==> config.mk <==
export PLATFORM = sky130hd
export DESIGN_NAME = nearest_neighbour_l1_search
export DESIGN_NICKNAME = d
export VERILOG_FILES = /design/src/rtl/nnl1_pkg.sv /design/src/rtl/nnl1_front.sv /design/src/rtl/nnl1_fifo.sv /design/src/rtl/nnl1_back.sv /design/src/rtl/nearest_neighbour_l1_search.sv
export SDC_FILE = /design/constraint.sdc
export NUM_CORES = 2
export LEC_CHECK = 0
export BUFFER_PORTS_ARGS = -buffer_cell sky130_fd_sc_hd__buf_2
export CORE_MARGIN = 4
export CORE_UTILIZATION = 55
export DETAILED_ROUTE_END_ITERATION = 8
export GPL_TIMING_DRIVEN = 0
export PLACE_DENSITY_LB_ADDON = 0.1
export RECOVER_POWER = 25
export SLEW_MARGIN = 25
export SYNTH_ARGS = -nofsm -noshare
export SYNTH_HDL_FRONTEND = slang
export SYNTH_SLANG_ARGS = --single-unit
==> constraint.sdc <==
create_clock -name clock -period 5.7 [get_ports clock]
set_input_delay 0.855 -clock clock [delete_from_list [all_inputs] [get_ports clock]]
set_output_delay 0.855 -clock clock [all_outputs]
set_load 0.005 [all_outputs]
==> src/rtl/nnl1_pkg.sv <==
package nnl1_pkg;

   // operation codes on req_operation
   localparam logic OP_LOAD      = 1'b0;
   localparam logic OP_REFERENCE = 1'b1;

   // register index (paddr[2]) on the csr port
   localparam logic REG_VECTOR_LENGTH = 1'b0;

   localparam int VALUE_W    = 32;
   localparam int MAG_W      = VALUE_W + 1;
   localparam int DIST_W     = 40;
   localparam int INDEX_W    = 10;
   localparam int ELEM_IDX_W = 5;
   localparam int LEN_W      = 6;
   localparam int LEN_LIMIT  = 32;

   localparam logic [LEN_W-1:0]  VLEN_RESET = 6'd19;
   localparam logic [DIST_W-1:0] DIST_MAX   = {DIST_W{1'b1}};

   // one reference element handed from front to back
   typedef struct packed {
      logic [MAG_W-1:0] mag;
      logic             closing;
      logic             last;
   } entry_type;

endpackage

==> src/rtl/nnl1_front.sv <==
module nnl1_front #(
   parameter int VECTOR_DEPTH = 32
) (
   input  logic                                clock,
   input  logic                                reset,
   input  logic [nnl1_pkg::LEN_W-1:0]          vector_length,
   input  logic                                req_valid,
   output logic                                req_stall,
   input  logic                                req_operation,
   input  logic [nnl1_pkg::ELEM_IDX_W-1:0]     req_element_index,
   input  logic signed [nnl1_pkg::VALUE_W-1:0] req_element_value,
   input  logic                                req_last_reference,
   output logic                                push,
   output nnl1_pkg::entry_type                 push_entry,
   input  logic                                fifo_full
);

   localparam int AW      = (VECTOR_DEPTH > 1) ? $clog2(VECTOR_DEPTH) : 1;
   localparam int LEN_CAP = (VECTOR_DEPTH < nnl1_pkg::LEN_LIMIT) ?
                            VECTOR_DEPTH : nnl1_pkg::LEN_LIMIT;

   logic [nnl1_pkg::VALUE_W-1:0] query_mem [VECTOR_DEPTH];

   logic                         s1_valid_ff, s1_valid_in;
   logic [nnl1_pkg::VALUE_W-1:0] s1_value_ff;
   logic [nnl1_pkg::VALUE_W-1:0] s1_query_ff;
   logic                         s1_closing_ff;
   logic                         s1_last_ff;

   logic                         accept;
   logic [nnl1_pkg::LEN_W-1:0]   eff_len;
   logic [nnl1_pkg::LEN_W-1:0]   idx_ext;
   logic                         in_range;
   logic                         is_ref;
   logic                         load_ok;
   logic [AW-1:0]                addr;
   logic [nnl1_pkg::MAG_W-1:0]   diff;

   // effective vector length, clamped to 1..min(32, depth)
   always_comb begin
      eff_len = vector_length;
      if (vector_length == '0) begin
         eff_len = nnl1_pkg::LEN_W'(1);
      end else if (vector_length > nnl1_pkg::LEN_W'(LEN_CAP)) begin
         eff_len = nnl1_pkg::LEN_W'(LEN_CAP);
      end
   end

   // classify the incoming item
   assign idx_ext  = nnl1_pkg::LEN_W'(req_element_index);
   assign in_range = idx_ext < eff_len;
   assign is_ref   = (req_operation == nnl1_pkg::OP_REFERENCE) && in_range;
   assign load_ok  = (req_operation == nnl1_pkg::OP_LOAD) &&
                     (32'(req_element_index) < VECTOR_DEPTH);
   assign addr     = AW'(req_element_index);

   assign req_stall = s1_valid_ff && fifo_full;
   assign accept    = req_valid && !req_stall;
   assign push      = s1_valid_ff && !fifo_full;

   always_comb begin
      s1_valid_in = s1_valid_ff;
      if (accept) begin
         s1_valid_in = is_ref;
      end else if (push) begin
         s1_valid_in = 1'b0;
      end
   end

   always_ff @(posedge clock) begin
      if (reset) begin
         s1_valid_ff <= 1'b0;
      end else begin
         s1_valid_ff <= s1_valid_in;
      end
   end

   // query store: write on loads, registered read on references
   always_ff @(posedge clock) begin
      if (accept && load_ok) begin
         query_mem[addr] <= req_element_value;
      end
      if (accept && is_ref) begin
         s1_query_ff   <= query_mem[addr];
         s1_value_ff   <= req_element_value;
         s1_closing_ff <= idx_ext == (eff_len - nnl1_pkg::LEN_W'(1));
         s1_last_ff    <= req_last_reference;
      end
   end

   // absolute difference, exact in 33 bits
   assign diff = {s1_value_ff[nnl1_pkg::VALUE_W-1], s1_value_ff} -
                 {s1_query_ff[nnl1_pkg::VALUE_W-1], s1_query_ff};

   always_comb begin
      push_entry.mag     = diff[nnl1_pkg::MAG_W-1] ? (~diff + nnl1_pkg::MAG_W'(1)) : diff;
      push_entry.closing = s1_closing_ff;
      push_entry.last    = s1_last_ff;
   end

   a_no_loss: assert property (@(posedge clock) disable iff (reset)
      (s1_valid_ff && fifo_full) |=> (s1_valid_ff && $stable(s1_value_ff)))
      else $error("front stage lost a held element");

endmodule

==> src/rtl/nnl1_fifo.sv <==
module nnl1_fifo (
   input  logic                clock,
   input  logic                reset,
   input  logic                push,
   input  nnl1_pkg::entry_type push_entry,
   output logic                full,
   input  logic                pop,
   output logic                not_empty,
   output nnl1_pkg::entry_type head
);

   localparam int DEPTH = 4;
   localparam int PW    = $clog2(DEPTH);

   nnl1_pkg::entry_type   slots [DEPTH];
   logic [PW-1:0]         wr_ptr_ff, rd_ptr_ff;
   logic [PW:0]           count_ff, count_in;

   assign full      = count_ff == (PW+1)'(DEPTH);
   assign not_empty = count_ff != '0;
   assign head      = slots[rd_ptr_ff];

   always_comb begin
      count_in = count_ff;
      if (push && !pop) begin
         count_in = count_ff + (PW+1)'(1);
      end else if (pop && !push) begin
         count_in = count_ff - (PW+1)'(1);
      end
   end

   always_ff @(posedge clock) begin
      if (reset) begin
         wr_ptr_ff <= '0;
         rd_ptr_ff <= '0;
         count_ff  <= '0;
      end else begin
         count_ff <= count_in;
         if (push) begin
            wr_ptr_ff <= wr_ptr_ff + PW'(1);
         end
         if (pop) begin
            rd_ptr_ff <= rd_ptr_ff + PW'(1);
         end
      end
   end

   always_ff @(posedge clock) begin
      if (push) begin
         slots[wr_ptr_ff] <= push_entry;
      end
   end

   a_no_overflow: assert property (@(posedge clock) disable iff (reset)
      !(push && full) && !(pop && !not_empty))
      else $error("queue overflow or underflow");

endmodule

==> src/rtl/nnl1_back.sv <==
module nnl1_back #(
   parameter int MAX_CANDIDATES = 1024
) (
   input  logic                              clock,
   input  logic                              reset,
   input  logic                              not_empty,
   input  nnl1_pkg::entry_type               head,
   output logic                              pop,
   output logic                              rsp_valid,
   input  logic                              rsp_stall,
   output logic [nnl1_pkg::INDEX_W-1:0]      rsp_nearest_index,
   output logic [nnl1_pkg::DIST_W-1:0]       rsp_nearest_distance
);

   localparam int CW = $clog2(MAX_CANDIDATES);

   logic [nnl1_pkg::DIST_W-1:0]  running_ff, running_in;
   logic [nnl1_pkg::DIST_W-1:0]  best_dist_ff, best_dist_in;
   logic [CW-1:0]                best_idx_ff, best_idx_in;
   logic [CW-1:0]                count_ff, count_in;
   logic                         have_best_ff, have_best_in;
   logic                         rsp_valid_ff, rsp_valid_in;
   logic [nnl1_pkg::INDEX_W-1:0] rsp_index_ff;
   logic [nnl1_pkg::DIST_W-1:0]  rsp_dist_ff;

   logic                         out_free;
   logic                         emit;
   logic [nnl1_pkg::DIST_W:0]    sum_wide;
   logic [nnl1_pkg::DIST_W-1:0]  sum;

   // an entry that produces a result waits for a free output register
   assign out_free = !rsp_valid_ff || !rsp_stall;
   assign pop      = not_empty && (!(head.closing && head.last) || out_free);
   assign emit     = pop && head.closing && head.last;

   // saturating accumulate
   assign sum_wide = {1'b0, running_ff} + (nnl1_pkg::DIST_W+1)'(head.mag);
   assign sum      = sum_wide[nnl1_pkg::DIST_W] ? nnl1_pkg::DIST_MAX :
                     sum_wide[nnl1_pkg::DIST_W-1:0];

   always_comb begin
      running_in   = running_ff;
      best_dist_in = best_dist_ff;
      best_idx_in  = best_idx_ff;
      count_in     = count_ff;
      have_best_in = have_best_ff;
      if (pop) begin
         running_in = sum;
         if (head.closing) begin
            if (!have_best_ff || sum < best_dist_ff) begin
               best_dist_in = sum;
               best_idx_in  = count_ff;
               have_best_in = 1'b1;
            end
            if (count_ff < CW'(MAX_CANDIDATES - 1)) begin
               count_in = count_ff + CW'(1);
            end
            running_in = '0;
         end
      end
      if (emit) begin
         running_in   = '0;
         best_dist_in = '0;
         best_idx_in  = '0;
         count_in     = '0;
         have_best_in = 1'b0;
      end
   end

   always_comb begin
      rsp_valid_in = rsp_valid_ff;
      if (emit) begin
         rsp_valid_in = 1'b1;
      end else if (!rsp_stall) begin
         rsp_valid_in = 1'b0;
      end
   end

   always_ff @(posedge clock) begin
      if (reset) begin
         running_ff   <= '0;
         best_dist_ff <= '0;
         best_idx_ff  <= '0;
         count_ff     <= '0;
         have_best_ff <= 1'b0;
         rsp_valid_ff <= 1'b0;
      end else begin
         running_ff   <= running_in;
         best_dist_ff <= best_dist_in;
         best_idx_ff  <= best_idx_in;
         count_ff     <= count_in;
         have_best_ff <= have_best_in;
         rsp_valid_ff <= rsp_valid_in;
      end
   end

   // result payload; winner of the closing vector recomputed from sum and the current best
   always_ff @(posedge clock) begin
      if (emit) begin
         if (!have_best_ff || sum < best_dist_ff) begin
            rsp_index_ff <= nnl1_pkg::INDEX_W'(count_ff);
            rsp_dist_ff  <= sum;
         end else begin
            rsp_index_ff <= nnl1_pkg::INDEX_W'(best_idx_ff);
            rsp_dist_ff  <= best_dist_ff;
         end
      end
   end

   assign rsp_valid            = rsp_valid_ff;
   assign rsp_nearest_index    = rsp_index_ff;
   assign rsp_nearest_distance = rsp_dist_ff;

   a_clear_after_emit: assert property (@(posedge clock) disable iff (reset)
      emit |=> (!have_best_ff && count_ff == '0 && running_ff == '0))
      else $error("search state not cleared after result");

   a_count_needs_best: assert property (@(posedge clock) disable iff (reset)
      !have_best_ff |-> (count_ff == '0))
      else $error("vector count advanced without a best");

endmodule

==> src/rtl/nearest_neighbour_l1_search.sv <==
// The result appears on rsp_valid once the closing element of the final reference
// vector is transferred and has passed the front register, the queue and the result register.
// Throughput: one element per cycle while req_stall is low, loads and references alike; the single
// saturating 40-bit accumulate in the back part sets the rate.
// Reset (synchronous, active high) clears search state, queue and handshakes
// and sets vector_length to 19; the query store is not cleared.
module nearest_neighbour_l1_search #(
   parameter int VECTOR_DEPTH   = 32,
   parameter int MAX_CANDIDATES = 1024
) (
   input  logic                                clock,
   input  logic                                reset,
   // csr port
   input  logic                                csr_psel,
   input  logic                                csr_penable,
   input  logic                                csr_pwrite,
   input  logic [2:0]                          csr_paddr,
   input  logic [31:0]                         csr_pwdata,
   output logic [31:0]                         csr_prdata,
   output logic                                csr_pready,
   // request channel
   input  logic                                req_valid,
   output logic                                req_stall,
   input  logic                                req_operation,
   input  logic [nnl1_pkg::ELEM_IDX_W-1:0]     req_element_index,
   input  logic signed [nnl1_pkg::VALUE_W-1:0] req_element_value,
   input  logic                                req_last_reference,
   // response channel
   output logic                                rsp_valid,
   input  logic                                rsp_stall,
   output logic [nnl1_pkg::INDEX_W-1:0]        rsp_nearest_index,
   output logic [nnl1_pkg::DIST_W-1:0]         rsp_nearest_distance
);

   logic [nnl1_pkg::LEN_W-1:0] vlen_ff;
   logic                       csr_write;
   logic                       push, pop, fifo_full, not_empty;
   nnl1_pkg::entry_type        push_entry, head;

   // configuration register
   assign csr_pready = 1'b1;
   assign csr_write  = csr_psel && csr_penable && csr_pwrite && csr_pready &&
                       (csr_paddr[2] == nnl1_pkg::REG_VECTOR_LENGTH);

   always_ff @(posedge clock) begin
      if (reset) begin
         vlen_ff <= nnl1_pkg::VLEN_RESET;
      end else if (csr_write) begin
         vlen_ff <= csr_pwdata[nnl1_pkg::LEN_W-1:0];
      end
   end

   always_comb begin
      csr_prdata = '0;
      if (csr_paddr[2] == nnl1_pkg::REG_VECTOR_LENGTH) begin
         csr_prdata = 32'(vlen_ff);
      end
   end

   nnl1_front #(
      .VECTOR_DEPTH (VECTOR_DEPTH)
   ) u_front (
      .clock              (clock),
      .reset              (reset),
      .vector_length      (vlen_ff),
      .req_valid          (req_valid),
      .req_stall          (req_stall),
      .req_operation      (req_operation),
      .req_element_index  (req_element_index),
      .req_element_value  (req_element_value),
      .req_last_reference (req_last_reference),
      .push               (push),
      .push_entry         (push_entry),
      .fifo_full          (fifo_full)
   );

   nnl1_fifo u_fifo (
      .clock      (clock),
      .reset      (reset),
      .push       (push),
      .push_entry (push_entry),
      .full       (fifo_full),
      .pop        (pop),
      .not_empty  (not_empty),
      .head       (head)
   );

   nnl1_back #(
      .MAX_CANDIDATES (MAX_CANDIDATES)
   ) u_back (
      .clock                (clock),
      .reset                (reset),
      .not_empty            (not_empty),
      .head                 (head),
      .pop                  (pop),
      .rsp_valid            (rsp_valid),
      .rsp_stall            (rsp_stall),
      .rsp_nearest_index    (rsp_nearest_index),
      .rsp_nearest_distance (rsp_nearest_distance)
   );

endmodule

# [Yosys cells after proc, flatten, opt, wreduce, memory -nomap -nowiden]
# Memories as Yosys holds them, arrays and structs flattened. A register that Yosys moved wholly into a read port is not among the register bits.
# Cells that the tools add are included.
[totals] out_inout_bits=85 ram_bits=1164 register_bits=200 inputBits=81 n_memories=2
[mem_list] name="u_front.query_mem" depth=32 word_bits=32 rd=1 rd_ports_with_merged_regs=1 write_ports=1 line_no="nnl1_front.sv:22" text="logic [nnl1_pkg::VALUE_W-1:0] query_mem [VECTOR_DEPTH];"
[mem_list] name="u_fifo.slots" depth=4 word_bits=35 rd=1 rd_ports_with_merged_regs=1 write_ports=1 line_no="nnl1_fifo.sv:15" text="nnl1_pkg::entry_type slots [DEPTH];"
[classes] order_cmp=4 muxes=20 n_addsub=9 reduce_logical=34 eq_ne=3 bitwise_logic=3
[op_table] op="$mux 40" n=3
[op_table] op="$add 40x33->41" n=1
[op_table] op="$lt 40x40->1" n=1
[op_table] op="$add 33x1->33 const B" n=1
[op_table] op="$mux 33" n=1
[op_table] op="$not 33->33" n=1
[op_table] op="$sub 32x32->33" n=1
[op_table] op="$mux 6" n=3
[op_table] op="$logic_and 1x1->1" n=15
[op_table] op="$add 10x1->10 const B" n=1
[op_table] op="$lt 10x10->1 const B" n=1
[op_table] op="$mux 10" n=1
[op_table] op="$logic_not 1->1" n=8
[op_table] op="$mux 1" n=8
[op_table] op="$eq 5x6->1" n=1
[op_table] op="$gt 6x6->1 const B" n=1
[op_table] op="$logic_not 6->1" n=1
[op_table] op="$lt 5x6->1" n=1
[op_table] op="$mux 3" n=2
[op_table] op="$reduce_and 3->1" n=2
[op_table] op="$sub 6x1->6 const B" n=1
[op_table] op="$add 2x1->2 const B" n=2
[op_table] op="$mux 2" n=2
[op_table] op="$reduce_bool 2->1" n=2
[op_table] op="other kinds (9)" n=12

# [Depth between registers and ports, before layout]
[depth] word_depth=7 mapped_depth=27 ltp_nobuf=23

# [By module]
# Synthesis repeated with hierarchy kept, for this count alone.
[unflattened] hier_cells=3421 area_unflattened_um2=58418.5
[modules_own_cells] module="nnl1_front" cells_per_inst=2113 n_inst=1 seq_area_each_um2=32751.4 area_per_inst_um2=43381.6
[modules_own_cells] module="nnl1_back" cells_per_inst=1019 n_inst=1 seq_area_each_um2=3543.4 area_per_inst_um2=8976.1
[modules_own_cells] module="nnl1_fifo" cells_per_inst=227 n_inst=1 seq_area_each_um2=4384.2 area_per_inst_um2=5532.8
[modules_own_cells] module="nearest_neighbour_l1_search" cells_per_inst=62 n_inst=1 seq_area_each_um2=120.1 area_per_inst_um2=528.0

# [Worst setup path after synthesis]
# No wires, ideal clock.
[synth_timing] path_type="register to register" start="register with a tool-made name" end="register u_back.rsp_dist_ff (netlist bit u_back.rsp_nearest_distance[0]) (data pin)" t_arrival_ps=6052 synth_period_minus_slack_ps=6321 required_ps=5431 slack_ps=-621 stages_incl_launch_ff=26 cell_sequence="dfxtp_1 clkbuf_1 buf_1 mux4_2 ha_1 and2_1 and3_1 a221o_1 a21oi_1 nor2b_1 o21bai_1 clkbuf_1 clkbuf_1 and2_1 inv_1 ha_1 and4_1 nand4_1 nor3_1 nand4_1 a21oi_1 o31ai_1 nand2_1 buf_1 clkbuf_1 o21ai_0"
[synth_rtl] element="to (signal assigned)" line_no="nnl1_back.sv:102" text="rsp_dist_ff <= sum;"
[synth_rtl] element="to (signal assigned)" line_no="nnl1_back.sv:105" text="rsp_dist_ff <= best_dist_ff;"
[synth_rtl] element="to (decl)" line_no="nnl1_back.sv:24" text="logic [nnl1_pkg::DIST_W-1:0] rsp_dist_ff;"

==> flow_summary.toml <==
[sta]
worst_slack_ns = -0.146
min_period_ns = 5.85
finalSetupViolations = 77
finClkSkew_ns = 0.0316
maxSlewHeadroom_pct = 4.35
fmax_mhz = 171
finalHoldWorstSlack_ns = 0.287
maxSlewViolCount = 0
rsz0062_at_grt = "yes"
final-hold-violation-count = 0
worst_pin_slew_ns = 1.43
final.period_utilization_pct = 103

[global_routing]
grt.total_usage_pct = 30.6
antenna_found_initial = 2
grt_max_degree = 52
grt_pass1_vias = 35100
grt_first_pass_wirelength_um = 244000
grt-ovfl-total = 0

[floorplanning]
fp.coreArea_mm2 = 0.104
io_pins = 166
die_w_um = 333
die_h_um = 333
start_util_pct = 55.7
fp-row-count = 118
die_area_mm2 = 0.111

[route]
wl_per_cell_um = 32.0
vias = 34800
routed_wl_um = 171000
drt_iter0_drc = 4098
drtAntennaViolNets = 0
dr.pass1.iters = 5
drc = 0
via_per_inst = 6.51

[power]
ir_drop_mv = 0.480
p_per_area_mw_per_mm2 = 424
p_leak_nw = 23.3

[cells_and_area]
final_area_mm2 = 0.0698
drive_gt1_share_pct = 28.3
nNetsFinal = 4048
area_growth_pct = 20.1
fin_util_pct = 67.0
num-fill-cells = 6975

[run_status]
violations = "setup timing"
status = "finished with violations"

[clock_network]
cts_max_path_buffers = 3
cts_buffers = 144
clkLatencyLatePin_ns = 0.77
cts_tree = "built"
cts_max_level = 4
clk_pin_slew_ns = 0.06
holdBufCountCts = 0
clock-sinks = 1398
cts_root_buf = "clkbuf_16"

[setup_path]
r2r_slack_ns = -0.15
worstReg2RegEnd = "u_back.rsp_nearest_distance[37]$_DFFE_PP_"
cp_max_fo = 7
worstRegToRegCells = 26
cp.required_ns = 6.20
setup.worst_path.end = "u_back.rsp_nearest_distance[37]$_DFFE_PP_"
arrival_ns = 6.34
cp-start-kind = "flop"
end_kind = "flop"
critical_path_class = "reg -> reg"

[placed_design]
port_buffers = 108
dp_hpwl_um = 114000
globalplace.congestion = 0.905
post-place-ws_ns = -2.93
post_dp_cell_area_mm2 = 0.0628

[logic_synthesis]
synth-edff-count = 1280
synth_async_sr_flop_share_pct = 0
yosysWarnings = 0
netlist-cell-type-count = 91
seq_area_frac_synth_pct = 70.2
netlist_area_mm2 = 0.0581
ys_ff_latch = 1398
ys.flop_type = "edfxtp_1"
synth_area_per_cell_um2 = 17.0
syn_inst = 3420

[min_path]
min_path_type = "in -> reg"

[run]
maxCapViolCount = 0
## layout make-up
type / count / area (um^2) / share of cell area [%]
sequential: 1398 / 40800 / 58.5
inverter: 116 / 438 / 0.627
clock buffer: 181 / 3820 / 5.47
tap: 1380 / 1730 / 2.47
antenna: 4 / 10.0 / 0.0143
timing repair buffer: 263 / 3300 / 4.73
clock inverter: 80 / 838 / 1.20
buffer: 188 / 1250 / 1.79
multi-input combinational: 1736 / 17600 / 25.2
## flip-flops by register name, indices dropped and copies added (netlist names), 3 cells and up, named ones only
| name | flops |
|---|---|
| u_back.best_dist_ff | 40 |
| u_back.best_idx_ff | 10 |
| u_back.count_ff | 10 |
| u_back.rsp_nearest_distance | 40 |
| u_back.rsp_nearest_index | 10 |
| u_back.running_ff | 40 |
| u_fifo.count_ff | 3 |
| u_fifo.slots | 140 |
| u_front.query_mem | 1024 |
| u_front.s1_query_ff | 32 |
| u_front.s1_value_ff | 32 |
| vlen_ff | 6 |
## placed cells by master (no fill, tap or decap), drive strengths merged, types with 52 or more instances in the layout
| cell | synthesis | routed |
|---|---|---|
| nand4 | 52 | 52 |
| dfxtp | 118 | 118 |
| ha | 117 | 117 |
| clkbuf | 123 | 317 |
| xnor2 | 62 | 62 |
| nand2 | 141 | 141 |
| nor2 | 223 | 223 |
| clkinv | 0 | 54 |
| inv | 116 | 124 |
| mux4 | 291 | 291 |
| buf | 72 | 314 |
| o21ai | 70 | 70 |
| a21oi | 149 | 149 |
| a22oi | 163 | 163 |
| edfxtp | 1280 | 1280 |
## logic make-up (layout without fill, tap and decap cells)
family	after synthesis	count (layout)	share of synthesized area, %
adders and majority gates	120	120	2.62
and+or+nand+nor	589	589	4.85
xor gates and xnor gates	102	102	1.55
buffers and inverters	311	828	2.21
other	2	31	0.0129
muxes	314	314	11.7
AOI/OAI and AO/OA	584	584	6.82
DFF	1398	1398	70.2
## per-layer routing
metal	track usage, %	part of all wire (%)	wire length, um
met2	51.1	50	84800
met1	38.9	36	61700
met4	13.7	5.3	9000
met3	6.63	9.2	15700
met5	0	0	0
## metrics by stage
step / instances / setup TNS [ns] / total power, mW
floorplan: 3445 / 0 / 16.4
global route: 5342 / -20.77 / 30.8
detailed placement: 5015 / -257.72 / 18.4
global placement: 4933 / -2027.12 / 18.2
finish: 5346 / -5.52 / 29.6
CTS: 5318 / -0.268 / 28.6
## Yosys cell counts, types with 17 or more instances
cell type / number / area (um^2)
nand3_1: 42 / 210
nor3_1: 20 / 100
a21o_1: 31 / 233
a21oi_1: 146 / 731
buf_4: 27 / 203
mux4_2: 291 / 6550
nand4_1: 51 / 319
xnor2_1: 61 / 534
o21a_1: 17 / 128
dfxtp_1: 118 / 2360
xor2_1: 40 / 350
clkbuf_1: 123 / 462
ha_1: 117 / 1460
and3_1: 22 / 138
a31oi_1: 18 / 113
buf_1: 41 / 154
nand2_1: 141 / 529
o21ai_0: 63 / 315
inv_1: 115 / 432
edfxtp_1: 1280 / 38400
a211oi_1: 42 / 315
a22oi_1: 162 / 1220
nor2_1: 222 / 833
## power by group
group / internal [mW] / switching, mW
Sequential: 11.9 / 0.240
Clock: 5.37 / 3.92
Combinational: 3.38 / 4.75
## how the worst min path moves through the flow
stage	start	endpoint	slack [ns]	depth (start not counted)
final	req_last_reference	u_front.s1_last_ff$_DFFE_PP_	0.29	1
after global routing	req_last_reference	u_front.s1_last_ff$_DFFE_PP_	0.26	1
after CTS	req_last_reference	u_front.s1_last_ff$_DFFE_PP_	0.25	1
after detailed placement	u_back.best_idx_ff[5]$_SDFFE_PP0P_	u_back.best_idx_ff[5]$_SDFFE_PP0P_	0.45	2
after global placement	u_back.best_idx_ff[8]$_SDFFE_PP0P_	u_back.best_idx_ff[8]$_SDFFE_PP0P_	0.44	2
after floorplan	u_back.best_idx_ff[0]$_SDFFE_PP0P_	u_back.best_idx_ff[0]$_SDFFE_PP0P_	0.43	2
## worst max-delay path: stages (launching register included)
cell       delay [ns]
dfxtp_2          0.34
clkbuf_16        0.17
buf_4            0.14
buf_16           0.12
mux4_2           0.54
ha_4             0.35
nand3_2          0.11
o31ai_2          0.30
a31o_2           0.18
a21o_4           0.14
o21ba_4          0.21
a32oi_4          0.16
buf_4            0.17
buf_4            0.13
a21o_1           0.17
a21o_1           0.24
ha_1             0.33
and2_1           0.15
nand4_1          0.16
nor3_2           0.26
buf_4            0.15
nand4_1          0.10
o22ai_2          0.19
a21oi_4          0.07
nand2_4          0.19
clkbuf_16        0.20
mux2_4           0.30
## repair_timing
item / 4_1_cts / 5_1_grt
endpoints found under the setup margin: 103 / 100
resized for setup: 204 / 179
pin swaps: 27 / 80
buffers inserted: 41 / 19
cloned: 5 / 8
Power figures use the tool's default switching activity.
